**config.mk**
```make
export PLATFORM = sky130hd
export DESIGN_NAME = bounded_smallest_k_queue
export DESIGN_NICKNAME = d
export VERILOG_FILES = /design/src/bsq_pkg.sv /design/src/bsq_cell.sv /design/src/bounded_smallest_k_queue.sv
export SDC_FILE = /design/constraint.sdc
export NUM_CORES = 2
export LEC_CHECK = 0
export ABC_AREA = 0
export BUFFER_PORTS_ARGS = -buffer_cell sky130_fd_sc_hd__clkbuf_2
export CAP_MARGIN = 20
export CORE_UTILIZATION = 58
export DETAILED_ROUTE_END_ITERATION = 8
export PLACE_DENSITY = 0.83
export SLEW_MARGIN = 10
export SYNTH_ARGS = -nofsm -noshare
export SYNTH_HDL_FRONTEND = slang
export SYNTH_SLANG_ARGS = --single-unit
```
**constraint.sdc**
```tcl
create_clock -name clock -period 6.2 [get_ports clock]
set_input_delay 1.55 -clock clock [delete_from_list [all_inputs] [get_ports clock]]
set_output_delay 1.55 -clock clock [all_outputs]
set_load 0.01 [all_outputs]
```
**src/bsq_pkg.sv**
```systemverilog
// bsq_pkg: shared constants and types for the bounded smallest-k queue
// used by bsq_cell and bounded_smallest_k_queue; no dependencies
package bsq_pkg;

   localparam int DEPTH_DEFAULT       = 16;
   localparam int VALUE_WIDTH_DEFAULT = 32;

   // capacity register
   localparam int             CAP_W     = 5;
   localparam logic [CAP_W-1:0] CAP_RESET = 5'd16;

   // operation codes on req_kind
   typedef enum logic {
      KIND_PUSH = 1'b0,
      KIND_POP  = 1'b1
   } kind_type;

   // per-transaction control broadcast to every cell
   typedef struct packed {
      logic push;         // push that changes the list
      logic insert_open;  // count below capacity, list grows by one
      logic pop;          // pop on a non-empty list
   } cell_ctl_type;

endpackage

```
**src/bsq_cell.sv**
```systemverilog
// bsq_cell: one slot of the sorted list, compares against the broadcast key
// and shifts with its neighbors; depends on bsq_pkg
module bsq_cell
   import bsq_pkg::*;
#(
   parameter int VALUE_WIDTH = VALUE_WIDTH_DEFAULT,
   parameter int CNT_W       = 5,
   parameter int INDEX       = 0
) (
   input  logic                          clock,
   input  cell_ctl_type                  ctl,
   input  logic        [CNT_W-1:0]       count,
   input  logic signed [VALUE_WIDTH-1:0] key,
   input  logic signed [VALUE_WIDTH-1:0] prev_entry,
   input  logic                          prev_gt,
   input  logic signed [VALUE_WIDTH-1:0] next_entry,
   output logic signed [VALUE_WIDTH-1:0] entry,
   output logic                          gt
);

   logic signed [VALUE_WIDTH-1:0] entry_ff;
   logic signed [VALUE_WIDTH-1:0] entry_in;
   logic                          occupied;
   logic                          tail;

   assign occupied = CNT_W'(INDEX) < count;
   assign tail     = (count == CNT_W'(INDEX)) && ctl.insert_open;
   assign gt       = occupied && (entry_ff > key);

   always_comb begin
      entry_in = entry_ff;
      if (ctl.pop) begin
         entry_in = next_entry;
      end else if (ctl.push) begin
         // larger entries move up one slot, the first of them is replaced by the key
         if (prev_gt) begin
            entry_in = prev_entry;
         end else if (gt || tail) begin
            entry_in = key;
         end
      end
   end

   always_ff @(posedge clock) begin
      entry_ff <= entry_in;
   end

   assign entry = entry_ff;

endmodule

```
**src/bounded_smallest_k_queue.sv**
```systemverilog
// bounded_smallest_k_queue: keeps the smallest signed values seen, sorted, in a row of cells
// depends on bsq_pkg and bsq_cell
//
//   channel  ports                                   direction  handshake
//   req      req_kind, req_value                     in         req_valid / req_ready
//   rsp      rsp_smallest, rsp_has_entry,            out        rsp_valid / rsp_ready
//            rsp_entry_count, rsp_push_kept
//   csr      csr_write_data (capacity)               in         csr_write_enable
//
// all cells compare and shift together in the accept cycle
// and the result is available on rsp the cycle after.
// req_ready is high while the result slot is empty or being drained, so a stalled rsp
// stalls req; one transaction per cycle when rsp_ready stays high.
// synchronous reset empties the list and sets capacity to 16; no clearing pass.
module bounded_smallest_k_queue
   import bsq_pkg::*;
#(
   parameter int DEPTH       = DEPTH_DEFAULT,
   parameter int VALUE_WIDTH = VALUE_WIDTH_DEFAULT,
   localparam int CNT_W      = $clog2(DEPTH + 1)
) (
   input  logic                          clock,
   input  logic                          reset,
   input  logic                          req_valid,
   output logic                          req_ready,
   input  logic                          req_kind,
   input  logic signed [VALUE_WIDTH-1:0] req_value,
   output logic                          rsp_valid,
   input  logic                          rsp_ready,
   output logic signed [VALUE_WIDTH-1:0] rsp_smallest,
   output logic                          rsp_has_entry,
   output logic        [CNT_W-1:0]       rsp_entry_count,
   output logic                          rsp_push_kept,
   input  logic                          csr_write_enable,
   input  logic        [CAP_W-1:0]       csr_write_data
);

   localparam int W = (CNT_W > CAP_W) ? CNT_W : CAP_W;

   logic [CAP_W-1:0] cap_ff;
   logic [CNT_W-1:0] count_ff, count_in;
   logic             rsp_valid_ff, rsp_valid_in;
   logic             push_kept_ff, push_kept_in;

   logic                          req_fire;
   logic                          is_push;
   logic                          is_pop;
   logic [W-1:0]                  cap_ext;
   logic [W-1:0]                  eff_cap;
   logic                          insert_open;
   logic                          any_gt;
   cell_ctl_type                  ctl;
   logic [DEPTH-1:0]              gt_vec;
   logic signed [VALUE_WIDTH-1:0] entry [DEPTH];

   assign req_ready = !rsp_valid_ff || rsp_ready;
   assign req_fire  = req_valid && req_ready;
   assign is_push   = (kind_type'(req_kind) == KIND_PUSH);
   assign is_pop    = (kind_type'(req_kind) == KIND_POP);

   // capacity zero acts as one, above the built depth acts as the depth
   assign cap_ext = W'(cap_ff);
   always_comb begin
      eff_cap = cap_ext;
      if (cap_ext == '0) begin
         eff_cap = W'(1);
      end else if (cap_ext > W'(DEPTH)) begin
         eff_cap = W'(DEPTH);
      end
   end

   assign insert_open = W'(count_ff) < eff_cap;
   // larger entries form a suffix, so any of them means the last one is larger
   assign any_gt      = |gt_vec;

   assign ctl.insert_open = insert_open;
   assign ctl.push        = req_fire && is_push && (insert_open || any_gt);
   assign ctl.pop         = req_fire && is_pop && (count_ff != '0);

   genvar i;
   generate
      for (i = 0; i < DEPTH; i++) begin : g_cell
         logic signed [VALUE_WIDTH-1:0] prev_entry;
         logic signed [VALUE_WIDTH-1:0] next_entry;
         logic                          prev_gt;

         if (i == 0) begin : g_first
            assign prev_entry = '0;
            assign prev_gt    = 1'b0;
         end else begin : g_mid
            assign prev_entry = entry[i-1];
            assign prev_gt    = gt_vec[i-1];
         end

         if (i == DEPTH - 1) begin : g_last
            assign next_entry = '0;
         end else begin : g_inner
            assign next_entry = entry[i+1];
         end

         bsq_cell #(
            .VALUE_WIDTH (VALUE_WIDTH),
            .CNT_W       (CNT_W),
            .INDEX       (i)
         ) u_cell (
            .clock      (clock),
            .ctl        (ctl),
            .count      (count_ff),
            .key        (req_value),
            .prev_entry (prev_entry),
            .prev_gt    (prev_gt),
            .next_entry (next_entry),
            .entry      (entry[i]),
            .gt         (gt_vec[i])
         );
      end
   endgenerate

   always_comb begin
      count_in     = count_ff;
      rsp_valid_in = rsp_valid_ff;
      push_kept_in = push_kept_ff;
      if (rsp_valid_ff && rsp_ready) begin
         rsp_valid_in = 1'b0;
      end
      if (req_fire) begin
         rsp_valid_in = 1'b1;
         push_kept_in = ctl.push;
         if (ctl.pop) begin
            count_in = count_ff - CNT_W'(1);
         end else if (ctl.push && insert_open) begin
            count_in = count_ff + CNT_W'(1);
         end
      end
   end

   always_ff @(posedge clock) begin
      if (reset) begin
         cap_ff       <= CAP_RESET;
         count_ff     <= '0;
         rsp_valid_ff <= 1'b0;
         push_kept_ff <= 1'b0;
      end else begin
         if (csr_write_enable) begin
            cap_ff <= csr_write_data;
         end
         count_ff     <= count_in;
         rsp_valid_ff <= rsp_valid_in;
         push_kept_ff <= push_kept_in;
      end
   end

   // list state only moves on an accepted transaction, so it backs the result directly
   assign rsp_valid       = rsp_valid_ff;
   assign rsp_has_entry   = (count_ff != '0);
   assign rsp_smallest    = (count_ff != '0) ? entry[0] : '0;
   assign rsp_entry_count = count_ff;
   assign rsp_push_kept   = push_kept_ff;

   a_count_bound : assert property (@(posedge clock) disable iff (reset)
      W'(count_ff) <= W'(DEPTH))
      else $error("entry count above depth");

   a_full_push_holds_count : assert property (@(posedge clock) disable iff (reset)
      (req_fire && is_push && !insert_open) |=> $stable(count_ff))
      else $error("push on a full list changed the count");

   a_pop_empty_no_change : assert property (@(posedge clock) disable iff (reset)
      (req_fire && is_pop && (count_ff == '0)) |=> (count_ff == '0) && !push_kept_ff)
      else $error("pop on an empty list changed state");

   a_kept_needs_push : assert property (@(posedge clock) disable iff (reset)
      (req_fire && is_pop) |=> !push_kept_ff)
      else $error("pop reported a kept push");

   generate
      if (DEPTH > 1) begin : g_order_check
         a_head_sorted : assert property (@(posedge clock) disable iff (reset)
            (W'(count_ff) >= W'(2)) |-> (entry[0] <= entry[1]))
            else $error("first two entries out of order");
      end
   endgenerate

endmodule

```
==> results.json <==
{
  "layout_min_cycle_time_ns": 5.481,
  "ant_nets": 0,
  "nNetsFinal": 4618,
  "place.gp.congestion": 0.9325,
  "avgSynthCellArea_um2": 9.478,
  "hold_viol_final": 0,
  "via_per_inst": 6.595,
  "drt_iter0_drc": 4370,
  "outcome": "finished clean",
  "first_pass_iters": 6,
  "grt_antenna_before_repair": 1,
  "start_kind": "input pin",
  "cts.repair.resized": 0,
  "power.leakage_nw": 16.54,
  "pre_cts_slack_ns": 0.2504,
  "syn_area_um2": 37980,
  "clockBufferDepth": 3,
  "tightestPinTransition_ns": 1.023,
  "endpoint_kind": "register",
  "port_buffers": 83,
  "post-cts-setup-buffer-count": 0,
  "cts_max_level": 2,
  "core.rowCount": 93,
  "yosysTopAreaCell": "edfxtp_1",
  "clock_latency_ns": 0.63,
  "fin_crit_sh_pct": 88.40,
  "clk_pin_slew_worst_paths_ns": 0.06,
  "ys_seq_area_share_pct": 40.27,
  "synth_nets": 4571,
  "core_area_um2": 64580,
  "pwr_density_cell_nw_per_um2": 371.8,
  "hpwl_mm": 81.10,
  "grt_pass1_wl_mm": 173.1,
  "wl_mm": 110.7,
  "ys_seq_elements": 524,
  "synth_cell_type_count": 74,
  "rsz0062_at_grt": "false",
  "die_area_um2": 66510,
  "cp.required_ns": 6.55,
  "ys_top_cells_by_area": "edfxtp_1, ha_1, mux2i_1",
  "hold_class": "register to register",
  "grt_max_degree": 214,
  "first_global_vias": 31605,
  "multi_input_area_um2": 21620,
  "max_freq_mhz": 182.5,
  "ys.warnings.count": 0,
  "drv_slew": 0,
  "ir_drop_mv": 0.3099,
  "die_y_um": 257.9,
  "rr_worst_depth": 9,
  "synth_top_area_share_pct": 37.95,
  "cts_hold_repair.buffers": 0,
  "synth.most_common_cell": "nand2_1",
  "clock_skew_ns": 0.02327,
  "crit_type": "input pin to register",
  "synth_edf_count": 480,
  "crit_fanout": 16,
  "setup_ws_ns": 0.7192,
  "maxCapViolCount": 0,
  "finalSetupTns_ns": 0,
  "grt_overflow_total": 0,
  "dieWidth_um": 257.9,
  "synth_flop_cell": "edfxtp_1",
  "grt.total_usage_pct": 32.46,
  "start_util_pct": 58.81,
  "synthCells": 4007,
  "cts_tree": "built",
  "vias": 32670,
  "cts.sinks": 524,
  "total_power_mw": 15.54,
  "crit_arrival_ns": 5.83,
  "cts_buffers": 55,
  "final-seq-area_um2": 15290,
  "hold_path_depth": 2,
  "diodes": 0,
  "io_pins": 84,
  "async_flop_share_pct": 0,
  "synthTopCellsByCount": "nand2_1, ha_1, edfxtp_1",
  "drive_above_1_share_pct": 9.685,
  "n_fill_cell": 4967,
  "slew_headroom_pct": 31.59,
  "setup_viol": 0,
  "post_drt_wl_per_cell_um": 22.34,
  "drc": 0,
  "cts-root-buf": "clkbuf_16",
  "syn_to_final_growth_pct": 10.08
}
[area by class of cell]
| class | instances | area share [%] |
|---|---|---|
| Clock inverter | 28 | 0.5417 |
| Tap cell | 855 | 2.559 |
| Inverter | 75 | 0.6734 |
| Timing Repair Buffer | 222 | 4.226 |
| Multi-Input combinational cell | 3176 | 51.71 |
| Clock buffer | 74 | 3.708 |
| Sequential cell | 524 | 36.59 |
[report_power, final]
group          total, mW  internal [mW]  switching (mW)
sequential          6.02           5.24           0.777
combinational       6.15           2.28            3.87
clock               3.37           1.91            1.46
total               15.5           9.43            6.12
[sequential cells by signal (all words and copies together), names as in the netlist]
name and count:
cap_ext 5, g_cell.u_cell.entry 512, rsp_entry_count 5, rsp_push_kept 1, rsp_valid 1
[cell usage in the layout (no fill, tap or decap), types with 44 or more instances in the layout]
cell,Yosys,final
mux2i_1,295,292
edfxtp_1,480,480
nand3_1,45,45
dfxtp_1,44,44
nand2_1,684,681
ha_1,521,521
clkbuf_16,0,57
a21oi_1,336,334
o21ai_1,200,192
inv_1,73,73
nor2_1,246,246
clkbuf_2,0,83
buf_4,5,115
nand4_1,90,90
o21ai_0,297,291
a31oi_1,73,73
[cells by family after synthesis]
group	synth area share, %
multiplexers	7.834
AO/OA/AOI/OAI	16.44
buffers and inverters	3.407
AND/OR/NAND/NOR	14.65
adder cells (fa/ha/maj)	17.16
XOR/XNOR	0.2306
flip-flops	40.27
[metal layers]
| layer | up-vias | wire length, µm | global-route usage [%] |
|---|---|---|---|
| li1 | 15002 | - | - |
| met1 | 15524 | 44180 | 43.77 |
| met2 | 1838 | 51460 | 52.58 |
| met3 | 304 | 10880 | 5.408 |
| met4 | 2 | 4150 | 11.79 |
| met5 | - | 13 | 0 |
[per-stage QoR]
stage	hold WS (ns)	utilization, %	instance area (µm²)	cells
final	0.4775	64.73	41810	4954
after global routing	0.4977	64.73	41810	4954
after CTS	0.4786	64.69	41780	4953
after detailed placement	0.4670	61.94	40000	4851
after global placement	0.4649	61.94	40000	4851
after floorplan	0.4530	-	37980	4007
[critical path: stages]
cell      delay [ns]
clkbuf_2        0.28
inv_1           0.43
ha_1            0.46
nand4_1         0.25
nor4_2          0.87
o311ai_1        0.42
nand3_1         0.22
xor2_1          0.11
a311oi_4        0.47
buf_4           0.38
mux2i_1         0.28
o21ai_1         0.09
[worst paths after layout]
path	from	endpoint	slack (ns)
setup / recovery	req_value[23]	g_cell[13].u_cell.entry[28]$_DFFE_PP_	0.72
hold / removal	g_cell[15].u_cell.entry[20]$_SDFFE_PP0P_	g_cell[15].u_cell.entry[20]$_SDFFE_PP0P_	0.48
setup reg to reg	rsp_entry_count[1]$_SDFFE_PP0P_	g_cell[14].u_cell.entry[11]$_DFFE_PP_	1.49
hold reg to reg	g_cell[15].u_cell.entry[20]$_SDFFE_PP0P_	g_cell[15].u_cell.entry[20]$_SDFFE_PP0P_	0.48
Power figures use the tool's default switching activity.
